### src/hdl/rtpfec_pkg.sv
`default_nettype none

package rtpfec_pkg;

    // Default payload capacity of the parity store, in bytes
    localparam int MAX_PAYLOAD_DEF = 2048;
    // Fixed RTP header length
    localparam int RTP_HDR_LEN = 12;
    // Entries in the queue between front and back
    localparam int QUEUE_DEPTH = 4;

    // Header positions that feed the header and timestamp parities, and the position cap
    localparam logic [15:0] POS_HDR_B0  = 16'd0;
    localparam logic [15:0] POS_HDR_B1  = 16'd1;
    localparam logic [13:0] POS_TS_WORD = 14'd1;
    localparam logic [15:0] POS_MAX     = 16'hFFFF;

    // Per-item fields that the back end passes through untouched
    typedef struct packed {
        logic        packet_done;
        logic [13:0] header_recovery;
        logic [31:0] timestamp_recovery;
        logic [15:0] length_recovery;
        logic [15:0] seqnum_recovery;
        logic [11:0] recovery_length;
        logic        packet_error;
    } t_info;

    localparam int INFO_W = $bits(t_info);

endpackage

`default_nettype wire

### src/hdl/rtpfec_queue.sv
`default_nettype none

module rtpfec_queue #(
    parameter int W     = 8,
    parameter int DEPTH = 4
) (
    input  wire          i_clk,
    input  wire          i_rst_n,
    input  wire          i_push,
    input  wire [W-1:0]  i_wdata,
    output logic         o_full,
    output logic         o_valid,
    input  wire          i_pop,
    output logic [W-1:0] o_rdata
);
    import rtpfec_pkg::*;

    localparam int PW = (DEPTH > 1) ? $clog2(DEPTH) : 1;
    localparam int CW = $clog2(DEPTH + 1);

    logic [W-1:0]  r_mem [DEPTH];
    logic [PW-1:0] r_wp, r_rp;
    logic [CW-1:0] r_count;

    assign o_full  = r_count == CW'(DEPTH);
    assign o_valid = r_count != '0;
    assign o_rdata = r_mem[r_rp];

    // Storage
    always_ff @(posedge i_clk) begin
        if (i_push) begin
            r_mem[r_wp] <= i_wdata;
        end
    end

    // Pointers and fill count
    always_ff @(posedge i_clk) begin
        if (!i_rst_n) begin
            r_wp    <= '0;
            r_rp    <= '0;
            r_count <= '0;
        end else begin
            if (i_push) begin
                r_wp <= (r_wp == PW'(DEPTH - 1)) ? '0 : r_wp + PW'(1);
            end
            if (i_pop) begin
                r_rp <= (r_rp == PW'(DEPTH - 1)) ? '0 : r_rp + PW'(1);
            end
            case ({i_push, i_pop})
                2'b10:   r_count <= r_count + CW'(1);
                2'b01:   r_count <= r_count - CW'(1);
                default: r_count <= r_count;
            endcase
        end
    end

`ifndef ASSERT_OFF
    a_count_bound: assert property (@(posedge i_clk) disable iff (!i_rst_n)
        r_count <= CW'(DEPTH))
        else $error("queue count above depth");
    a_no_overrun: assert property (@(posedge i_clk) disable iff (!i_rst_n)
        !(i_push && o_full))
        else $error("push into full queue");
    a_no_underrun: assert property (@(posedge i_clk) disable iff (!i_rst_n)
        !(i_pop && !o_valid))
        else $error("pop from empty queue");
`endif

endmodule

`default_nettype wire

### config.mk
export PLATFORM = sky130hd
export DESIGN_NAME = rtpfec_queue
export DESIGN_NICKNAME = d
export VERILOG_FILES = /design/src/hdl/rtpfec_pkg.sv /design/src/hdl/rtpfec_queue.sv
export SDC_FILE = /design/constraint.sdc
export NUM_CORES = 1
export LEC_CHECK = 0
export BUFFER_PORTS_ARGS = -buffer_cell sky130_fd_sc_hd__buf_4
export CAP_MARGIN = 20
export CORE_MARGIN = 1.5
export CORE_UTILIZATION = 40
export CTS_BUF_LIST = sky130_fd_sc_hd__clkbuf_8
export DETAILED_ROUTE_END_ITERATION = 10
export REMOVE_ABC_BUFFERS = 1
export SLEW_MARGIN = 20
export SYNTH_ARGS = -nofsm -noshare
export SYNTH_HDL_FRONTEND = slang
export SYNTH_SLANG_ARGS = --single-unit
### constraint.sdc
create_clock -name i_clk -period 3.4 [get_ports i_clk]
set_clock_uncertainty 0.2 [all_clocks]
set_input_delay 0.17 -clock i_clk [delete_from_list [all_inputs] [get_ports i_clk]]
set_output_delay 0.17 -clock i_clk [all_outputs]
set_load 0.05 [all_outputs]
==> impl_metrics.env, run 1 <==
export IMPL_synth_edf_count=32
export IMPL_hpwl_mm=1.659
export IMPL_holdCritStartpoint="i_push"
export IMPL_grt_ovfl_total=0
export IMPL_critPathKind="reg2out"
export IMPL_synth_area_um2=1614
export IMPL_outcome="finished, final reports clean"
export IMPL_cp_max_fo=8
export IMPL_timing_rr_start="r_count[0]"
export IMPL_diodes=0
export IMPL_finalSetupViolCount=0
export IMPL_cap_violations=0
export IMPL_ys_warn_count=0
export IMPL_synth_top_area_share_pct=59.53
export IMPL_ys_seq_elements=41
export IMPL_async_reset_ff_share_pct=0
export IMPL_worstMarginPinSlew_ns=0.5410
export IMPL_nets=139
export IMPL_avgSynthCellArea_um2=18.99
export IMPL_cts_tree="yes"
export IMPL_whs_path_depth=3
export IMPL_post_cts_resized=0
export IMPL_setup_tns_ns=0
export IMPL_crit_path_start_kind="flop"
export IMPL_ant_nets=0
export IMPL_core_region_area_um2=3771
export IMPL_grt_pass1_vias=872
export IMPL_hold_path_class="in2reg"
export IMPL_synth_top_cells_by_count="edfxtp_1, dfxtp_1, mux4_2"
export IMPL_ir_drop_uv=342.5
export IMPL_max_freq_mhz=476.5
export IMPL_root_buffer="clkbuf_8"
export IMPL_rr_endpoint="r_count[2]"
export IMPL_die_w_um=66.52
export IMPL_wl_mm=2.348
export IMPL_rows=22
export IMPL_pin_count=22
export IMPL_avgRoutedWirePerCell_um=13.89
export IMPL_hold_violations=0
export IMPL_grt_usage_pct=13.13
export IMPL_clk_pin_slew_ns=0.07
export IMPL_synth_top_cells_by_area="edfxtp_1, dfxtp_1, mux4_2"
export IMPL_maxSlewViolCount=0
export IMPL_globalplace_congestion=0.7057
export IMPL_yosysUniqueCellTypes=18
export IMPL_grt_max_degree=13
export IMPL_htree_levels=2
export IMPL_dp_cells=152
export IMPL_insertion_delay_ns=0.29
export IMPL_relSlewSlack_pct=63.88
export IMPL_postCtsSetupBuffers=0
export IMPL_drt_iter0_drc=35
export IMPL_cellPowerDensity_nw_per_um2=561.6
export IMPL_port_buffers=21
export IMPL_drive_above_1_share_pct=28.93
export IMPL_period_share_pct=61.72
export IMPL_nFillCells=301
export IMPL_rsz0062_at_grt="no"
export IMPL_cp_arrival_ns=1.73
export IMPL_vias_per_cell=4.763
export IMPL_clockBufferDepth=2
export IMPL_antenna_found_initial=0
export IMPL_cts_buffers=5
export IMPL_chipHeight_um=66.52
export IMPL_layout_min_cycle_time_ns=2.099
export IMPL_worst_setup_path_end_kind="output pin"
export IMPL_clock_sinks=41
export IMPL_vias=805
export IMPL_synth_top_flop_cell="edfxtp_1"
export IMPL_syn_inst=85
export IMPL_synth_largest_area_cell="edfxtp_1"
export IMPL_drtPass1Iterations=4
export IMPL_syn2layout_area_growth_pct=24.65
export IMPL_yosysSeqAreaShare_pct=70.70
export IMPL_reg2regPathDepth=4
export IMPL_drc_errors=0
export IMPL_rrSetupSlack_ns=1.75
export IMPL_grt_pass1_wl_mm=4.057
export IMPL_power_leakage_nw=0.7370
export IMPL_final_core_util_pct=53.35
export IMPL_start_util_pct=42.80
export IMPL_die_area_um2=4425
export IMPL_required_ns=3.03
export IMPL_final_cells=169
export IMPL_yosysMostFrequentCell="edfxtp_1"
export IMPL_hold_buffers=9
export IMPL_hold_worst_slack_ns=0.004404
export IMPL_min_to="r_wp[1]"
## power by group
part / leakage (nW) / switching (W) / internal, W
registers: 0.368 / 0.0000193 / 0.000567
logic: 0.312 / 0.000102 / 0.0000753
clock network: 0.0570 / 0.000153 / 0.000214
## registers in the layout, indices dropped and copies added (netlist names), named ones only
name / cells
r_wp: 2
r_mem: 32
r_rp: 2
r_count: 3
## cell type report
cell class,instances,area [um^2],share of cell area [%]
clock inverters,3,37.54,1.866
multi-input cells,39,445.4,22.14
well taps,48,60.06,2.985
flip-flops and latches,41,1141,56.72
inverters,3,11.26,0.5597
repair buffers,30,247.7,12.31
clock buffers,5,68.82,3.420
## worst max-delay path, cell delays in order, from the launching register on
cell     delay (ns)
dfxtp_1        0.66
mux4_2         0.57
buf_4          0.20
## worst max path at each step
| stage | startpoint | to | slack, ns | cells past startpoint |
|---|---|---|---|---|
| 5_1_grt | flop | o_rdata[6] | 1.17 | 2 |
| 3_5_place_dp | flop | o_rdata[3] | 1.56 | 2 |
| 4_1_cts | flop | o_rdata[3] | 1.23 | 2 |
| 2_1_floorplan | r_count[0] | o_full | 1.53 | 1 |
| 6_report | flop | o_rdata[0] | 1.30 | 2 |
| 3_3_place_gp | flop | o_rdata[5] | 1.57 | 2 |
## kinds of logic after synthesis
kind of cell | share of synthesized area, %
buffers and inverters | 1.705
and+or+nand+nor | 6.046
AOI/OAI and AO/OA | 1.550
DFF | 70.70
muxes | 13.02
adders and majority gates | 5.891
xor gates and xnor gates | 1.085
## layout by cell type (no fill, tap or decap), drive strengths merged, types with 2 or more instances in the layout
| cell type | synthesis | layout |
|---|---|---|
| nor3b | 3 | 3 |
| xnor2 | 2 | 2 |
| inv | 3 | 4 |
| mux2i | 3 | 3 |
| ha | 6 | 6 |
| mux4 | 8 | 8 |
| edfxtp | 32 | 32 |
| dlygate4sd3 | 0 | 9 |
| nor2b | 5 | 5 |
| dfxtp | 9 | 9 |
| clkbuf | 1 | 5 |
| and2 | 5 | 5 |
| or3 | 2 | 2 |
| buf | 1 | 21 |
## metrics by stage
stage	instance area [um^2]	worst slack (ns)	total power, W
final	2012	1.301	0.001130
after global placement	1815	1.568	0.0007656
after detailed placement	1815	1.557	0.0007699
after CTS	2012	1.227	0.001146
after global routing	2012	1.173	0.001183
after floorplan	1598	1.532	0.0007132
## metal layers
layer	vias to the layer above	global-route usage [%]	wire length [um]
met3	2	4.054	139
met4	0	7.653	12
met5	-	0	0
li1	396	-	-
met2	20	21.63	1217
met1	387	15.02	979
Power figures use the tool's default switching activity.
==> inputs of run 2 (changes only) <==
==> constraint.sdc (replaced) <==
create_clock -name i_clk -period 1.7 [get_ports i_clk]
set_clock_uncertainty 0.2 [all_clocks]
set_input_delay 0.085 -clock i_clk [delete_from_list [all_inputs] [get_ports i_clk]]
set_output_delay 0.085 -clock i_clk [all_outputs]
set_load 0.05 [all_outputs]
==> impl_metrics.env, run 2 (same netlist as run 1, synthesis figures left out) <==
export IMPL_power_leakage_nw=0.7906
export IMPL_hold_path_class="in2reg"
export IMPL_maxSlewViolCount=0
export IMPL_rrSetupSlack_ns=0.08
export IMPL_final_common_cell="edfxtp_1"
export IMPL_rows=22
export IMPL_drt_iter0_drc=25
export IMPL_regMostFlops="r_mem"
export IMPL_grt_pass1_vias=882
export IMPL_wl_mm=2.414
export IMPL_place_ws_ns=-0.01341
export IMPL_cp_max_fo=8
export IMPL_cap_violations=0
export IMPL_critPathKind="reg2out"
export IMPL_setup_tns_ns=-0.1938
export IMPL_ir_drop_uv=547.6
export IMPL_reg2regPathDepth=4
export IMPL_max_stage_delay_ns=0.52
export IMPL_cellPowerDensity_nw_per_um2=1086
export IMPL_rr_endpoint="r_count[2]"
export IMPL_htree_levels=2
export IMPL_grt_ovfl_total=0
export IMPL_crit_path_start_kind="flop"
export IMPL_period_share_pct=102.2
export IMPL_port_buffers=21
export IMPL_comb_power_share_pct=17.5
export IMPL_clk_pin_slew_ns=0.07
export IMPL_top_regs="r_mem x32, r_count x3"
export IMPL_drive_above_1_share_pct=33.33
export IMPL_stdcell_area_um2=2122
export IMPL_cts_tree="yes"
export IMPL_largest_reg_flops=32
export IMPL_postCtsSetupBuffers=0
export IMPL_final_cell_mix="edfxtp_1, buf_4, dlygate4sd3_1"
export IMPL_outcome="finished with violations"
export IMPL_finalSetupViolCount=8
export IMPL_final_core_util_pct=56.27
export IMPL_chipHeight_um=66.52
export IMPL_cts_buffers=5
export IMPL_rsz0062_at_grt="yes"
export IMPL_switchingPower_w=0.0005603
export IMPL_cp_cell_sequence="buf_12 > mux4_2 > buf_6"
export IMPL_root_buffer="clkbuf_8"
export IMPL_antenna_found_initial=0
export IMPL_whs_path_depth=4
export IMPL_p_clk_share_pct=31.9
export IMPL_layout_min_cycle_time_ns=1.737
export IMPL_seqPwrFrac_pct=50.5
export IMPL_power_internal_w=0.001745
export IMPL_grt_pass1_wl_mm=4.119
export IMPL_worst_setup_path_end_kind="output pin"
export IMPL_dpl_cell_area_um2=1873
export IMPL_grt_max_degree=13
export IMPL_grt_usage_pct=13.38
export IMPL_netSwitchingFraction_pct=24.31
export IMPL_vias=816
export IMPL_pin_count=22
export IMPL_timing_rr_start="r_count[0]"
export IMPL_die_area_um2=4425
export IMPL_hold_worst_slack_ns=0.007857
export IMPL_worstMarginPinSlew_ns=0.4175
export IMPL_ant_nets=0
export IMPL_drtPass1Iterations=4
export IMPL_syn2layout_area_growth_pct=31.47
export IMPL_insertion_delay_ns=0.28
export IMPL_vias_per_cell=4.610
export IMPL_start_util_pct=42.80
export IMPL_violations="setup timing"
export IMPL_cp_arrival_ns=1.45
export IMPL_core_region_area_um2=3771
export IMPL_min_to="r_wp[1]"
export IMPL_avgRoutedWirePerCell_um=13.64
export IMPL_drc_errors=0
export IMPL_max_freq_mhz=575.6
export IMPL_required_ns=1.41
export IMPL_holdCritStartpoint="i_push"
export IMPL_diodes=0
export IMPL_nets=147
export IMPL_clockBufferDepth=2
export IMPL_globalplace_congestion=0.6947
export IMPL_layout_setup_ws_ns=-0.03721
export IMPL_crit_slowest_cell="mux4_2"
export IMPL_hpwl_mm=1.611
export IMPL_hold_violations=0
export IMPL_clock_sinks=41
export IMPL_relSlewSlack_pct=72.13
export IMPL_die_w_um=66.52
-- run 2: final cells by class --
| cell class | instances | area [um^2] |
|---|---|---|
| Sequential cell | 41 | 1144 |
| Clock inverter | 3 | 37.54 |
| Timing Repair Buffer | 38 | 355.3 |
| Tap cell | 48 | 60.06 |
| Fill cell | 302 | 1649 |
| Inverter | 3 | 11.26 |
| Clock buffer | 5 | 68.82 |
| Multi-Input combinational cell | 39 | 445.4 |
-- run 2: through the flow --
stage               power (W)  std cells
floorplan            0.001426         83
CTS                  0.002328        177
finish               0.002305        177
detailed placement   0.001555        158
global placement     0.001546        158
global route         0.002408        177
-- run 2: critical path, delay by kind of cell (launching register included) --
kind                   cells  cell delay [ns]
muxes                      1             0.52
DFF                        1             0.34
buffers and inverters      2             0.30
-- run 2: repair_timing --
item / 4_1_cts / 5_1_grt
hold endpoints to repair: 41 / 0
setup endpoints to repair: 8 / 9
hold buffers: 11 / 0
gates resized for setup: 9 / 1
-- run 2: worst max-delay path by stage --
stage | startpoint | cells after the start | slack, ns | endpoint
2_1_floorplan | r_count[0] | 1 | -0.08 | o_full
3_3_place_gp | i_push | 7 | 0.05 | r_count[2]
3_5_place_dp | i_push | 7 | -0.01 | r_count[2]
4_1_cts | flop | 3 | -0.06 | o_rdata[2]
5_1_grt | flop | 3 | -0.09 | o_rdata[2]
6_report | flop | 3 | -0.04 | o_rdata[2]
-- run 2: layer usage --
metal  vias to the layer above  track usage (%)  part of all wire (%)
li1                        409                -                     -
met5                         -                0                     0
met3                         6            4.730                   4.6
met2                        19            22.25                    52
met1                       382            15.47                    41
met4                         0            6.122                   2.0
-- run 2: power by group through the flow --
stage               logic [W]  registers (W)  clock network, W
floorplan            0.000242        0.00118                 0
global placement     0.000363        0.00118                 0
detailed placement   0.000368        0.00119                 0
CTS                  0.000410        0.00116          0.000753
global route         0.000434        0.00117          0.000803
finish               0.000404        0.00116          0.000736
==> inputs of run 3 (changes only) <==
--- a/config.mk
+++ b/config.mk
@@ -5,7 +5,7 @@
 export SDC_FILE = /design/constraint.sdc
 export NUM_CORES = 1
 export LEC_CHECK = 0
-export BUFFER_PORTS_ARGS = -buffer_cell sky130_fd_sc_hd__buf_4
+export BUFFER_PORTS_ARGS = -buffer_cell sky130_fd_sc_hd__buf_2
 export CAP_MARGIN = 20
 export CORE_MARGIN = 1.5
 export CORE_UTILIZATION = 40
==> impl_metrics.env, run 3 (same netlist as run 1, synthesis figures left out) <==
export IMPL_grt_pass1_vias=910
export IMPL_cp_arrival_ns=1.46
export IMPL_die_area_um2=4425
export IMPL_insertion_delay_ns=0.28
export IMPL_largest_reg_flops=32
export IMPL_crit_slowest_cell="mux4_2"
export IMPL_drive_above_1_share_pct=34.88
export IMPL_multi_input_area_um2=447.9
export IMPL_ant_nets=0
export IMPL_maxSlewViolCount=0
export IMPL_core_region_area_um2=3771
export IMPL_hold_worst_slack_ns=0.01762
export IMPL_grt_usage_pct=13.64
export IMPL_rows=22
export IMPL_top_regs="r_mem x32, r_count x3"
export IMPL_register_area_um2=1144
export IMPL_worst_setup_path_end_kind="output pin"
export IMPL_cp_max_fo=8
export IMPL_holdCritStartpoint="i_push"
export IMPL_clockBufferDepth=2
export IMPL_ir_drop_uv=615.9
export IMPL_port_buffers=21
export IMPL_setup_tns_ns=-0.2002
export IMPL_drtPass1Iterations=4
export IMPL_avgRoutedWirePerCell_um=13.81
export IMPL_grt_max_degree=14
export IMPL_crit_path_start_kind="flop"
export IMPL_clk_pin_slew_ns=0.07
export IMPL_min_to="r_wp[1]"
export IMPL_period_share_pct=102.4
export IMPL_rr_endpoint="r_count[2]"
export IMPL_wl_mm=2.445
export IMPL_timing_rr_start="r_count[0]"
export IMPL_outcome="finished with violations"
export IMPL_power_leakage_nw=0.7735
export IMPL_start_util_pct=42.80
export IMPL_nets=147
export IMPL_cts_buffers=5
export IMPL_nFillCells=300
export IMPL_diodes=0
export IMPL_chipHeight_um=66.52
export IMPL_whs_path_depth=4
export IMPL_drc_errors=0
export IMPL_max_freq_mhz=574.4
export IMPL_final_common_cell="edfxtp_1"
export IMPL_rsz0062_at_grt="yes"
export IMPL_drt_iter0_drc=54
export IMPL_grt_pass1_wl_mm=4.112
export IMPL_finalSetupViolCount=8
export IMPL_regMostFlops="r_mem"
export IMPL_cts_tree="yes"
export IMPL_htree_levels=2
export IMPL_vias_per_cell=4.746
export IMPL_reg2regPathDepth=4
export IMPL_relSlewSlack_pct=73.02
export IMPL_pin_count=22
export IMPL_root_buffer="clkbuf_8"
export IMPL_cellPowerDensity_nw_per_um2=1098
export IMPL_die_w_um=66.52
export IMPL_rrSetupSlack_ns=0.13
export IMPL_cap_violations=0
export IMPL_grt_ovfl_total=0
export IMPL_globalplace_congestion=0.7372
export IMPL_critPathKind="reg2out"
export IMPL_violations="setup timing"
export IMPL_layout_min_cycle_time_ns=1.741
export IMPL_syn2layout_area_growth_pct=29.84
export IMPL_layout_setup_ws_ns=-0.04110
export IMPL_antenna_found_initial=0
export IMPL_worstMarginPinSlew_ns=0.4042
export IMPL_vias=840
export IMPL_final_cell_mix="edfxtp_1, buf_2, dlygate4sd3_1"
export IMPL_max_stage_delay_ns=0.52
export IMPL_clock_sinks=41
export IMPL_hold_path_class="in2reg"
export IMPL_cp_cell_sequence="buf_12 > mux4_2 > buf_6"
export IMPL_required_ns=1.41
export IMPL_hold_violations=0
==> run 3: routing by layer <==
| metal | global-route usage, % | up-vias | wire length, um |
|---|---|---|---|
| met5 | 0 | - | 0 |
| met2 | 23.13 | 17 | 1270 |
| met3 | 5.574 | 5 | 97 |
| li1 | - | 409 | - |
| met4 | 6.122 | 0 | 51 |
| met1 | 14.92 | 409 | 1026 |
==> run 3: worst max-delay path by stage <==
stage / from / end / slack [ns]
final: flop / o_rdata[2] / -0.04
after global routing: flop / o_rdata[2] / -0.1
after CTS: flop / o_rdata[2] / -0.07
after detailed placement: i_push / r_count[2] / -0.02
after global placement: i_push / r_count[2] / 0.05
after floorplan: r_count[0] / o_full / -0.08
==> run 3: repair_timing <==
action / in CTS / in global routing
cloned: 0 / 0
resized for setup: 17 / 2
hold buffers: 11 / 0
setup endpoints to repair: 8 / 9
endpoints found under the hold margin: 41 / 0
buffers inserted: 0 / 0
pin swaps: 0 / 0
==> run 3: cell type report <==
| cell class | count | share of cell area, % |
|---|---|---|
| tap | 48 | 2.866 |
| sequential | 41 | 54.57 |
| multi-input combinational | 39 | 21.37 |
| inverter | 3 | 0.5373 |
| timing repair buffer | 38 | 15.40 |
| clock inverter | 3 | 1.970 |
| clock buffer | 5 | 3.284 |
==> run 3: per-stage QoR <==
step	cell area (um^2)	cells	utilization (%)	setup WS [ns]	power (W)
3_3_place_gp	1821	158	48.27	0.04892	0.001516
3_5_place_dp	1821	158	48.27	-0.01751	0.001526
4_1_cts	2092	177	55.47	-0.06657	0.002329
6_report	2096	177	55.57	-0.04110	0.002300
5_1_grt	2096	177	55.57	-0.09743	0.002409
2_1_floorplan	1598	83	-	-0.08259	0.001426
==> run 3: critical path, delay by kind of cell (launching register included) <==
family,cells,cell delay (ns)
mux,1,0.52
flops,1,0.34
buf+inv,2,0.31
==> run 3: where the power goes <==
part / total, W / internal (W) / leakage, nW / switching, W
logic: 0.000392 / 0.000172 / 0.353 / 0.000220
registers: 0.00117 / 0.00113 / 0.369 / 0.0000311
clock network: 0.000744 / 0.000432 / 0.0518 / 0.000312
total: 0.00230 / 0.00174 / 0.773 / 0.000563
