### src/hdl/rtpfec_pkg.sv
`default_nettype none

package rtpfec_pkg;

    // Default payload capacity of the parity store, in bytes
    localparam int MAX_PAYLOAD_DEF = 2048;
    // Fixed RTP header length
    localparam int RTP_HDR_LEN = 12;
    // Entries in the queue between front and back
    localparam int QUEUE_DEPTH = 4;

    // Header positions that feed the header and timestamp parities, and the position cap
    localparam logic [15:0] POS_HDR_B0  = 16'd0;
    localparam logic [15:0] POS_HDR_B1  = 16'd1;
    localparam logic [13:0] POS_TS_WORD = 14'd1;
    localparam logic [15:0] POS_MAX     = 16'hFFFF;

    // Per-item fields that the back end passes through untouched
    typedef struct packed {
        logic        packet_done;
        logic [13:0] header_recovery;
        logic [31:0] timestamp_recovery;
        logic [15:0] length_recovery;
        logic [15:0] seqnum_recovery;
        logic [11:0] recovery_length;
        logic        packet_error;
    } t_info;

    localparam int INFO_W = $bits(t_info);

endpackage

`default_nettype wire

### src/hdl/rtpfec_front.sv
`default_nettype none

module rtpfec_front #(
    parameter int MAX_PAYLOAD = 2048,
    parameter int AW          = 11
) (
    input  wire                 i_clk,
    input  wire                 i_rst_n,
    input  wire                 i_accept,
    input  wire [7:0]           i_data_byte,
    input  wire                 i_start_group,
    input  wire                 i_last_byte,
    input  wire [15:0]          i_seq_number,
    output logic [AW-1:0]       o_off,
    output logic [7:0]          o_data,
    output logic                o_pvalid,
    output logic                o_xor_en,
    output rtpfec_pkg::t_info   o_info
);
    import rtpfec_pkg::*;

    localparam int          SLW  = $clog2(MAX_PAYLOAD + 1);
    localparam logic [16:0] MaxP = 17'(MAX_PAYLOAD);

    logic [15:0]    r_pos, n_pos;
    logic [SLW-1:0] r_slen, n_slen;
    logic [13:0]    r_hdr, n_hdr;
    logic [31:0]    r_ts, n_ts;
    logic [15:0]    r_len, n_len;
    logic [15:0]    r_seq, n_seq;
    logic           r_ovf, n_ovf;

    logic [15:0]    pos;
    logic [15:0]    off_full;
    logic [15:0]    plen;
    logic [SLW-1:0] kept;
    logic           ovf_now;
    logic           err;

    // Per-byte classification and parity folding
    always_comb begin
        pos      = i_start_group ? '0 : r_pos;
        n_slen   = i_start_group ? '0 : r_slen;
        n_hdr    = i_start_group ? '0 : r_hdr;
        n_ts     = i_start_group ? '0 : r_ts;
        n_len    = i_start_group ? '0 : r_len;
        n_seq    = i_start_group ? '0 : r_seq;
        ovf_now  = i_start_group ? 1'b0 : r_ovf;
        off_full = pos - 16'(RTP_HDR_LEN);
        plen     = pos - 16'(RTP_HDR_LEN - 1);
        kept     = '0;
        o_pvalid = 1'b0;
        o_xor_en = 1'b0;
        err      = 1'b0;

        if (pos == POS_HDR_B0) begin
            n_hdr = n_hdr ^ {i_data_byte[5:0], 8'h00};
        end else if (pos == POS_HDR_B1) begin
            n_hdr = n_hdr ^ {6'b0, i_data_byte};
        end else if (pos[15:2] == POS_TS_WORD) begin
            // timestamp is big endian in bytes 4..7
            case (pos[1:0])
                2'd0:    n_ts = n_ts ^ {i_data_byte, 24'b0};
                2'd1:    n_ts = n_ts ^ {8'b0, i_data_byte, 16'b0};
                2'd2:    n_ts = n_ts ^ {16'b0, i_data_byte, 8'b0};
                default: n_ts = n_ts ^ {24'b0, i_data_byte};
            endcase
        end else if (pos >= 16'(RTP_HDR_LEN)) begin
            if ({1'b0, off_full} < MaxP) begin
                o_pvalid = 1'b1;
                o_xor_en = {1'b0, off_full} < 17'(n_slen);
            end else begin
                ovf_now = 1'b1;
            end
        end

        // end of packet: fold length and sequence number unless the packet is short
        if (i_last_byte) begin
            if (pos < 16'(RTP_HDR_LEN - 1)) begin
                err = 1'b1;
            end else begin
                n_len = n_len ^ plen;
                n_seq = n_seq ^ i_seq_number;
                kept  = ({1'b0, plen} > MaxP) ? SLW'(MAX_PAYLOAD) : SLW'(plen);
                if (kept > n_slen) begin
                    n_slen = kept;
                end
                err = ovf_now;
            end
            n_pos = '0;
            n_ovf = 1'b0;
        end else begin
            n_pos = (pos == POS_MAX) ? pos : pos + 16'd1;
            n_ovf = ovf_now;
        end
    end

    // Item handed to the queue
    always_comb begin
        o_off                     = off_full[AW-1:0];
        o_data                    = i_data_byte;
        o_info.packet_done        = i_last_byte;
        o_info.header_recovery    = n_hdr;
        o_info.timestamp_recovery = n_ts;
        o_info.length_recovery    = n_len;
        o_info.seqnum_recovery    = n_seq;
        o_info.recovery_length    = 12'(n_slen);
        o_info.packet_error       = err;
    end

    // Group state
    always_ff @(posedge i_clk) begin
        if (!i_rst_n) begin
            r_pos  <= '0;
            r_slen <= '0;
            r_hdr  <= '0;
            r_ts   <= '0;
            r_len  <= '0;
            r_seq  <= '0;
            r_ovf  <= 1'b0;
        end else if (i_accept) begin
            r_pos  <= n_pos;
            r_slen <= n_slen;
            r_hdr  <= n_hdr;
            r_ts   <= n_ts;
            r_len  <= n_len;
            r_seq  <= n_seq;
            r_ovf  <= n_ovf;
        end
    end

`ifndef ASSERT_OFF
    a_last_clears_pos: assert property (@(posedge i_clk) disable iff (!i_rst_n)
        i_accept && i_last_byte |=> r_pos == '0 && !r_ovf)
        else $error("byte position not cleared after last byte");
    a_slen_cap: assert property (@(posedge i_clk) disable iff (!i_rst_n)
        17'(r_slen) <= MaxP)
        else $error("stored length above capacity");
    a_err_on_last: assert property (@(posedge i_clk) disable iff (!i_rst_n)
        o_info.packet_error |-> i_last_byte)
        else $error("packet error flagged on a byte that is not last");
`endif

endmodule

`default_nettype wire

### config.mk
export PLATFORM = sky130hd
export DESIGN_NAME = rtpfec_front
export DESIGN_NICKNAME = d
export VERILOG_FILES = /design/src/hdl/rtpfec_pkg.sv /design/src/hdl/rtpfec_front.sv
export SDC_FILE = /design/constraint.sdc
export NUM_CORES = 1
export LEC_CHECK = 0
export BUFFER_PORTS_ARGS = -buffer_cell sky130_fd_sc_hd__buf_2
export CAP_MARGIN = 20
export CORE_MARGIN = 4
export CORE_UTILIZATION = 57
export DETAILED_ROUTE_END_ITERATION = 10
export PLACE_DENSITY = 0.88
export REMOVE_ABC_BUFFERS = 1
export SETUP_SLACK_MARGIN = 0.02
export SLEW_MARGIN = 20
export SYNTH_ARGS = -nofsm -noshare
export SYNTH_HDL_FRONTEND = slang
export SYNTH_SLANG_ARGS = --single-unit
### constraint.sdc
create_clock -name i_clk -period 6.6 [get_ports i_clk]
set_input_delay 0.33 -clock i_clk [delete_from_list [all_inputs] [get_ports i_clk]]
set_output_delay 0.33 -clock i_clk [all_outputs]
set_load 0.05 [all_outputs]
==> flow_metrics.tcl, run 1 <==
set metrics [dict create \
    slew_headroom 0.288 \
    cts_buffer_depth 2 \
    dieArea_um2 15400 \
    path_clk_slew_ns 0.08 \
    syn_area_per_cell_um2 7.40 \
    yosysTopAreaCellShare 0.279 \
    nFillCells 1166 \
    clock-skew-final_ns 0.00960 \
    port_buffers 141 \
    drt-initial-drc-count 797 \
    post-place-ws_ns 1.12 \
    fin_ws_ns 0.588 \
    synthAdderAreaFrac 0.0437 \
    grt_use_total 0.276 \
    numCtsBuffers 9 \
    area_growth_pct 12.0 \
    critPathKind "reg2out" \
    drt-wirelength-per-cell_um 16.8 \
    worstPathArrival_ns 5.68 \
    async_flop_share 0 \
    drt_first_pass_iters 6 \
    cts-root-buf "clkbuf_16" \
    cts_hold_buf 0 \
    fin_util 0.649 \
    syn-cell-area_um2 7680 \
    rr_worst_depth 17 \
    io_pins 142 \
    netlist_instances 1037 \
    critPathLaunchType "flop" \
    multi_input_area_um2 5090 \
    yosysWarnings 0 \
    power_frac_seq 0.447 \
    power.density_nw_per_um2 177 \
    synth_top_family_by_area "simple AND/OR/NAND/NOR gates" \
    grt_max_degree 89 \
    yosysSeqAreaShare 0.279 \
    diodes 0 \
    worstHoldPathCells 5 \
    start_util 0.580 \
    ys_top_cells_by_area "dfxtp_1, nand2_1, xnor2_1" \
    peakVddDrop_uv 189 \
    internal-power_w 0.00106 \
    power.switching_w 0.000455 \
    rsz0062_at_grt "no" \
    tightest_slew_ns 1.07 \
    synth_xor_area_frac 0.0696 \
    synth_compound_area_frac 0.257 \
    cts_sinks 107 \
    synth_ff_type "dfxtp_1" \
    cap_viol_max_count 0 \
    die_h_um 124 \
    clkLatencyLatePin_ns 0.37 \
    critPathCaptureType "output pin" \
    pwr-share-clk 0.382 \
    num_rows 42 \
    synth_edf_count 0 \
    status "finished clean" \
    cp_max_fo 18 \
    hold_violations 0 \
    max_freq_mhz 166 \
    finalCritPeriodShare 0.911 \
    cts_tree "done" \
    coreArea_um2 13200 \
    grt_pass1_vias 7043 \
    synthMuxAreaShare 0.00554 \
    yosysTopAreaCell "dfxtp_1" \
    cts_resized 0 \
    synth-simple-area-share 0.284 \
    drt_wl_total_um 21500 \
    ant_nets 0 \
    vias 7766 \
    die_w_um 124 \
    ys_seq_elements 107 \
    comb_power_share 0.170 \
    fin_nets 1156 \
    final_layout_size_suffix_gt1_frac 0.234 \
    vias_per_cell 6.06 \
    cts_setup_buffers 0 \
    gr-total-overflow 0 \
    power.total_w 0.00152 \
    required_ns 6.27 \
    period_minus_slack_ns 6.01 \
    synth_cell_types 68 \
    place_congestion 0.933 \
    rrSetupSlack_ns 1.13 \
    hold_path_class "in2reg" \
    swShare 0.300 \
    antenna_found_initial 0 \
    dp_hpwl_um 14800 \
    grt_pass1_wl_um 34500 \
    final-seq-area_um2 2140 \
    drc_errors 0 \
    leakagePower_nw 3.56 \
    finalMaxSlewViolations 0 \
    cts_max_level 3 \
    setup_viol 0 \
]
==> power groups by stage <==
| stage | Sequential (W) | Clock, W | Combinational, W |
|---|---|---|---|
| after floorplan | 0.000691 | 0 | 0.000165 |
| after global placement | 0.000693 | 0 | 0.000252 |
| after detailed placement | 0.000694 | 0 | 0.000257 |
| after CTS | 0.000679 | 0.000586 | 0.000258 |
| after global routing | 0.000682 | 0.000609 | 0.000278 |
| final | 0.000680 | 0.000581 | 0.000259 |
==> cells by family (layout without fill, tap and decap cells) <==
logic type               count (synthesis)  after routing
flip-flops                             107            107
AND/OR/NAND/NOR                        451            451
multiplexers                             4              4
buffers and inverters                  109            178
adder cells (fa/ha/maj)                 27             27
AO/OA/AOI/OAI                          278            278
XOR/XNOR                                61             61
==> registers in the layout, indices dropped and copies added, names as in the netlist <==
| signal | flops |
|---|---|
| r_ts | 32 |
| r_pos | 16 |
| r_hdr | 14 |
| r_ovf | 1 |
| r_seq | 16 |
| r_slen | 12 |
| r_len | 16 |
==> area by class of cell <==
class	instances	share of cell area
sequential	107	0.249
inverter	10	0.00437
multi-input combinational	821	0.593
clock buffer	12	0.0298
timing repair buffer	152	0.0917
clock inverter	4	0.00669
tap	176	0.0256
==> metrics by stage <==
step | hold WS, ns | instances | TNS (ns) | cell area, um^2
2_1_floorplan | 0.429 | 938 | -32.33 | 7250
3_3_place_gp | 0.445 | 1266 | 0 | 8280
3_5_place_dp | 0.454 | 1266 | 0 | 8280
4_1_cts | 0.362 | 1282 | 0 | 8590
5_1_grt | 0.386 | 1282 | 0 | 8600
6_report | 0.368 | 1282 | 0 | 8600
==> path summary, 6_finish.rpt <==
path,start,end
worst max-delay path,r_pos[4],o_info[11]
worst max register to register,r_pos[4],r_slen[2]
worst min register to register,r_len[7],r_len[7]
worst min-delay path,i_seq_number[4],r_seq[4]
==> cell usage after synthesis (3+ instances only) <==
| library cell | instances |
|---|---|
| nand2_1 | 150 |
| dfxtp_1 | 107 |
| nor2_1 | 101 |
| clkbuf_1 | 73 |
| a21oi_1 | 62 |
| o21ai_0 | 62 |
| xnor2_1 | 52 |
| nor2b_1 | 47 |
| o21ba_2 | 38 |
| nand3_1 | 35 |
| nor3_1 | 35 |
| a31o_2 | 30 |
| ha_1 | 26 |
| nand2b_1 | 21 |
| o31ai_1 | 16 |
| a21o_1 | 14 |
| buf_1 | 11 |
| o21a_1 | 11 |
| buf_4 | 10 |
| nor4_1 | 10 |
| xor2_1 | 9 |
| and3_1 | 8 |
| inv_1 | 8 |
| and2_1 | 7 |
| or2_2 | 7 |
| nand4_1 | 6 |
| o41ai_1 | 6 |
| a211oi_1 | 4 |
| a31oi_1 | 4 |
| o211a_1 | 4 |
| or3_1 | 4 |
| a32o_1 | 3 |
| a41oi_1 | 3 |
| buf_2 | 3 |
| nor3b_1 | 3 |
| o211ai_1 | 3 |
| o41ai_2 | 3 |
| or4_1 | 3 |
==> layer usage <==
| layer | global-route usage | part of all wire |
|---|---|---|
| met5 | 0 | 0 |
| met4 | 0.107 | 0.030 |
| met3 | 0.0577 | 0.080 |
| met2 | 0.447 | 0.47 |
| met1 | 0.362 | 0.42 |
==> critical path, stage by stage, from the launching register on <==
cell      delay (ns)
dfxtp_1         0.49
a2111o_1        0.55
or4_1           0.54
a31oi_1         0.22
mux2_2          0.41
a41oi_1         0.24
or2_1           0.51
buf_4           0.28
nor2_1          0.07
ha_1            0.20
a21o_1          0.17
a211oi_1        0.24
a21oi_1         0.15
o311ai_4        0.30
and2_1          0.41
nand2_1         0.12
o31ai_1         0.09
buf_2           0.31
==> placed cells by master (no fill, tap or decap), drive strengths merged, types with 3 or more instances in the layout <==
master	Yosys	routed
o21ba	38	38
o211a	4	4
o41ai	9	9
or4	3	3
o211ai	3	3
o21a	11	11
ha	26	26
and2	7	7
nor4	13	13
a21o	14	14
a21oi	62	62
a32o	3	3
or2	8	8
o31ai	16	16
nand3	35	35
inv	8	10
nand2b	21	21
nand4	6	6
or3	4	4
nor3	35	35
o21ai	63	63
nor3b	5	5
xnor2	52	52
xor2	9	9
nor2	101	101
nand2	150	150
a31oi	4	4
buf	26	152
clkbuf	73	12
a31o	30	30
a41oi	3	3
and3	8	8
nor2b	47	47
dfxtp	107	107
a211oi	5	5
(Power assumes the default switching activity.)
==> inputs of run 2 (changes only) <==
- BUFFER_PORTS_ARGS: -buffer_cell sky130_fd_sc_hd__buf_2 -> not set
- CORE_UTILIZATION: 57 -> 65
- DONT_BUFFER_PORTS: not set -> 1
- PLACE_DENSITY: 0.88 -> 0.87
==> flow_metrics.tcl, run 2 (same netlist as run 1, synthesis figures left out) <==
set metrics [dict create \
    drc_errors 0 \
    worstPathArrival_ns 5.72 \
    cts_setup_buffers 0 \
    hold_violations 0 \
    power.total_w 0.00146 \
    finalCritPeriodShare 0.917 \
    regMostFlops "r_ts" \
    max_stage_delay_ns 0.57 \
    slew_headroom 0.201 \
    grt_pass1_wl_um 33400 \
    largest_reg_flops 32 \
    holdCritStartpoint "i_accept" \
    critical_path.cell_chain "a2111o_1 -> or4_1 -> a31oi_1 -> mux2_2 -> a41oi_1 -> or2_2 -> buf_4 -> nor2_1 -> ha_1 -> a21o_1 -> a211oi_1 -> a21oi_1 -> o311ai_4 -> buf_4 -> and2_1 -> nand2_1 -> o31ai_2 -> buf_12" \
    dieArea_um2 13600 \
    start_util 0.670 \
    vias_per_cell 6.50 \
    rr_worst_depth 17 \
    final_layout_size_suffix_gt1_frac 0.182 \
    diodes 0 \
    rsz0062_at_grt "no" \
    drt_first_pass_iters 7 \
    finalMaxSlewViolations 0 \
    grt_max_degree 91 \
    crit_buf_inv 3 \
    cp_max_fo 26 \
    max_freq_mhz 165 \
    gr-total-overflow 0 \
    status "finished clean" \
    numCtsBuffers 9 \
    r2r-end "r_slen[7]" \
    peakVddDrop_uv 264 \
    port_buffers 0 \
    io_pins 142 \
    reg2reg_from "r_pos[3]" \
    drt-wirelength-per-cell_um 18.3 \
    crit_slowest_cell "a2111o_1" \
    setup_tns_ns 0 \
    num_rows 39 \
    path_clk_slew_ns 0.07 \
    cts_hold_buf 0 \
    required_ns 6.27 \
    critPathLaunchType "flop" \
    critical_path.top_delay_family "compound AO/OA/AOI/OAI gates" \
    tightest_slew_ns 1.19 \
    ant_nets 0 \
    grt_use_total 0.303 \
    power.density_nw_per_um2 172 \
    hold_path_class "in2reg" \
    period_minus_slack_ns 6.05 \
    dpl_cell_area_um2 7950 \
    layout_commonest_cell "nand2_1" \
    place_congestion 0.945 \
    drt_wl_total_um 20900 \
    cap_viol_max_count 0 \
    vias 7420 \
    cts-root-buf "clkbuf_16" \
    cp_common_cell "buf_4" \
    fin_nets 1048 \
    setup_viol 0 \
    leakagePower_nw 3.27 \
    cts_max_level 3 \
    antenna_found_initial 0 \
    die_h_um 117 \
    critPathCaptureType "output pin" \
    clock-skew-final_ns 0.00716 \
    cts_tree "done" \
    drt-initial-drc-count 1039 \
    area_growth_pct 9.89 \
    final_cell_mix "nand2_1, dfxtp_1, nor2_1" \
    cts_sinks 107 \
    cts_resized 0 \
    coreArea_um2 11500 \
    dp_hpwl_um 13800 \
    rrSetupSlack_ns 1.41 \
    nFillCells 869 \
    finalInstanceArea_um2 8440 \
    holdPathEnd "r_len[13]" \
    grt_pass1_vias 6645 \
    critPathKind "reg2out" \
    cts_buffer_depth 2 \
    die_w_um 117 \
    clkLatencyLatePin_ns 0.36 \
    worstHoldPathCells 1 \
]
-- run 2: cell count changes in the layout (fill, tap and decap cells not counted), sizes merged --
| cell | previous run | this run |
|---|---|---|
| buf | 152 | 42 |
| clkinv | 2 | 4 |
| clkbuf | 12 | 13 |
| clkinvlp | 1 | 0 |
-- run 2: final cells by class --
type                       count  area, um^2  area share
clock buffer                  11         253      0.0300
multi-input combinational    821        5310       0.629
tap                          143         179      0.0212
clock inverter                 5        60.1     0.00712
timing repair buffer          44         457      0.0541
inverter                      10        37.5     0.00445
sequential                   107        2140       0.254
-- run 2: worst max-delay path by stage --
stage / startpoint / end / cells after the start
floorplan: i_start_group / o_info[1] / 15
global placement: r_pos[3] / o_info[11] / 18
detailed placement: r_pos[3] / o_info[11] / 18
CTS: r_pos[3] / o_info[11] / 18
global route: r_pos[3] / o_info[4] / 18
finish: r_pos[3] / o_info[11] / 18
-- run 2: metrics by stage --
stage / std cells / setup slack, ns / utilization / hold WS (ns)
global placement: 1120 / 0.918 / 0.691 / 0.447
global route: 1141 / 0.211 / 0.736 / 0.0916
finish: 1141 / 0.546 / 0.736 / 0.100
CTS: 1138 / 0.403 / 0.720 / 0.0694
detailed placement: 1122 / 0.801 / 0.693 / 0.451
floorplan: 938 / -1.86 / - / 0.429
-- run 2: routing by layer --
layer	up-vias	track usage	part of all wire	wire (um)
li1	3522	-	-	-
met1	3495	0.403	0.41	8580
met2	353	0.479	0.47	9840
met3	50	0.0756	0.089	1850
met4	0	0.102	0.029	602
met5	-	0	0	0
-- run 2: power by group --
part           leakage (nW)  switching (W)  internal [W]
Combinational          2.24       0.000137     0.0000670
Clock                 0.157       0.000254      0.000317
Sequential            0.875      0.0000109      0.000669
==> inputs of run 3 (changes only) <==
--- a/config.mk
+++ b/config.mk
@@ -9,6 +9,7 @@
 export CORE_MARGIN = 4
-export CORE_UTILIZATION = 65
+export CORE_UTILIZATION = 67
+export CTS_BUF_LIST = sky130_fd_sc_hd__clkbuf_2
 export DETAILED_ROUTE_END_ITERATION = 10
 export DONT_BUFFER_PORTS = 1
-export PLACE_DENSITY = 0.87
+export PLACE_DENSITY = 0.89
 export REMOVE_ABC_BUFFERS = 1
==> constraint.sdc (replaced) <==
create_clock -name i_clk -period 6.6 [get_ports i_clk]
set_input_delay 0.99 -clock i_clk [delete_from_list [all_inputs] [get_ports i_clk]]
set_output_delay 0.99 -clock i_clk [all_outputs]
set_load 0.05 [all_outputs]
==> flow_metrics.tcl, run 3 (same netlist as run 1, synthesis figures left out) <==
set metrics [dict create \
    status "finished clean" \
    io_pins 142 \
    gr-total-overflow 0 \
    start_util 0.696 \
    grt_pass1_wl_um 33900 \
    cap_viol_max_count 0 \
    fin_cells 1156 \
    cp_max_fo 25 \
    dpl.cell_count 1133 \
    layout_commonest_cell "nand2_1" \
    area_growth_pct 8.33 \
    slew_headroom 0.210 \
    num_rows 38 \
    setup_tns_ns 0 \
    crit_start "r_pos[3]" \
    critPathKind "reg2out" \
    dp_hpwl_um 14400 \
    fin_ws_ns 0.309 \
    max_freq_mhz 159 \
    crit_slowest_cell "or4_1" \
    hold_violations 0 \
    vias_per_cell 6.48 \
    holdCritStartpoint "i_rst_n" \
    power.total_w 0.00117 \
    cts_max_level 3 \
    ant_nets 0 \
    vias 7493 \
    drt-wirelength-per-cell_um 18.6 \
    max_stage_delay_ns 0.55 \
    path_clk_slew_ns 0.28 \
    tightest_slew_ns 1.18 \
    dieArea_um2 13200 \
    grt_max_degree 91 \
    setup_viol 0 \
    peakVddDrop_uv 167 \
    critical_path.cell_chain "a2111o_1 -> or4_1 -> a31oi_1 -> mux2_2 -> a41oi_1 -> or2_4 -> nor2_1 -> ha_1 -> a21o_1 -> a211oi_1 -> a21oi_1 -> o311ai_4 -> buf_8 -> mux2i_1 -> buf_4" \
    finalCritPeriodShare 0.953 \
    clkLatencyLatePin_ns 0.67 \
    cts_hold_buf 0 \
    die_h_um 115 \
    drt_first_pass_iters 5 \
    fin_nets 1066 \
    coreArea_um2 11000 \
    die_w_um 115 \
    reg2reg_from "r_pos[3]" \
    drc_errors 0 \
    finalMaxSlewViolations 0 \
    port_buffers 0 \
    final_layout_size_suffix_gt1_frac 0.193 \
    drt-initial-drc-count 820 \
    worstPathArrival_ns 5.30 \
    numCtsBuffers 9 \
    leakagePower_nw 3.22 \
    grt_use_total 0.312 \
    place_congestion 0.978 \
    largest_reg_flops 32 \
    critPathLaunchType "flop" \
    cts_sinks 107 \
    clock-skew-final_ns 0.0321 \
    diodes 0 \
    nFillCells 850 \
    drt_wl_total_um 21500 \
    hold_path_class "in2reg" \
    critPathCaptureType "output pin" \
    post-place-ws_ns 0.342 \
    regMostFlops "r_ts" \
    final_cell_mix "nand2_1, dfxtp_1, nor2_1" \
    cts_tree "done" \
    power.density_nw_per_um2 141 \
    cts_buffer_depth 2 \
    antenna_found_initial 0 \
    required_ns 5.61 \
    grt_pass1_vias 6741 \
    cts-root-buf "clkbuf_2" \
    period_minus_slack_ns 6.29 \
]
==> run 3: changes by cell type in the layout (fill, tap and decap cells not counted), sizes merged <==
cell	previous run	this run
clkinvlp	0	3
clkinv	4	3
bufinv	1	0
buf	42	59
==> run 3: area by class of cell <==
type                    instances  area, um^2  share of cell area
clock inverters                 6        40.0             0.00481
flip-flops and latches        107        2140               0.258
well taps                     140         175              0.0211
clock buffers                  10        50.0             0.00602
multi-input cells             821        5280               0.634
repair buffers                 62         596              0.0716
inverters                      10        37.5             0.00451
==> run 3: power breakdown <==
part / internal, W / total [W] / switching, W
Clock: 0.0000502 / 0.000284 / 0.000234
Sequential: 0.000672 / 0.000684 / 0.0000114
Combinational: 0.0000687 / 0.000205 / 0.000136
Total: 0.000791 / 0.00117 / 0.000382
==> run 3: worst max-delay path, delay by kind of cell (launching register included) <==
family | cells | cell delay [ns]
flops | 1 | 0.48
mux | 2 | 0.63
compound gates | 7 | 1.89
buf+inv | 2 | 0.49
simple gates | 3 | 0.85
fa+ha+maj | 1 | 0.33
==> run 3: stage by stage <==
step | hold slack [ns] | cell area (um^2) | utilization
after floorplan | 0.436 | 7250 | -
after global placement | 0.448 | 8030 | 0.728
after detailed placement | 0.453 | 8040 | 0.729
after CTS | 0.378 | 8130 | 0.737
after global routing | 0.348 | 8320 | 0.754
final | 0.417 | 8320 | 0.754
==> run 3: what timing repair did <==
item                       in CTS  in global routing
resized for setup               2                  7
setup endpoints to repair      12                 12
pin swaps                       0                  1
buffers inserted                0                  3
==> run 3: path summary, 6_finish.rpt <==
check / cells after the start / end / slack (ns)
hold reg to reg: 2 / r_len[7] / 0.48
setup reg to reg: 16 / r_slen[7] / 1.67
hold / removal: 1 / r_pos[10] / 0.42
setup / recovery: 15 / o_info[12] / 0.31
==> run 3: metal layers <==
metal | wire [um] | global-route usage | up-vias
li1 | - | - | 3538
met4 | 507 | 0.103 | 0
met5 | 0 | 0 | -
met1 | 8680 | 0.409 | 3573
met2 | 10300 | 0.503 | 341
met3 | 1990 | 0.0816 | 41
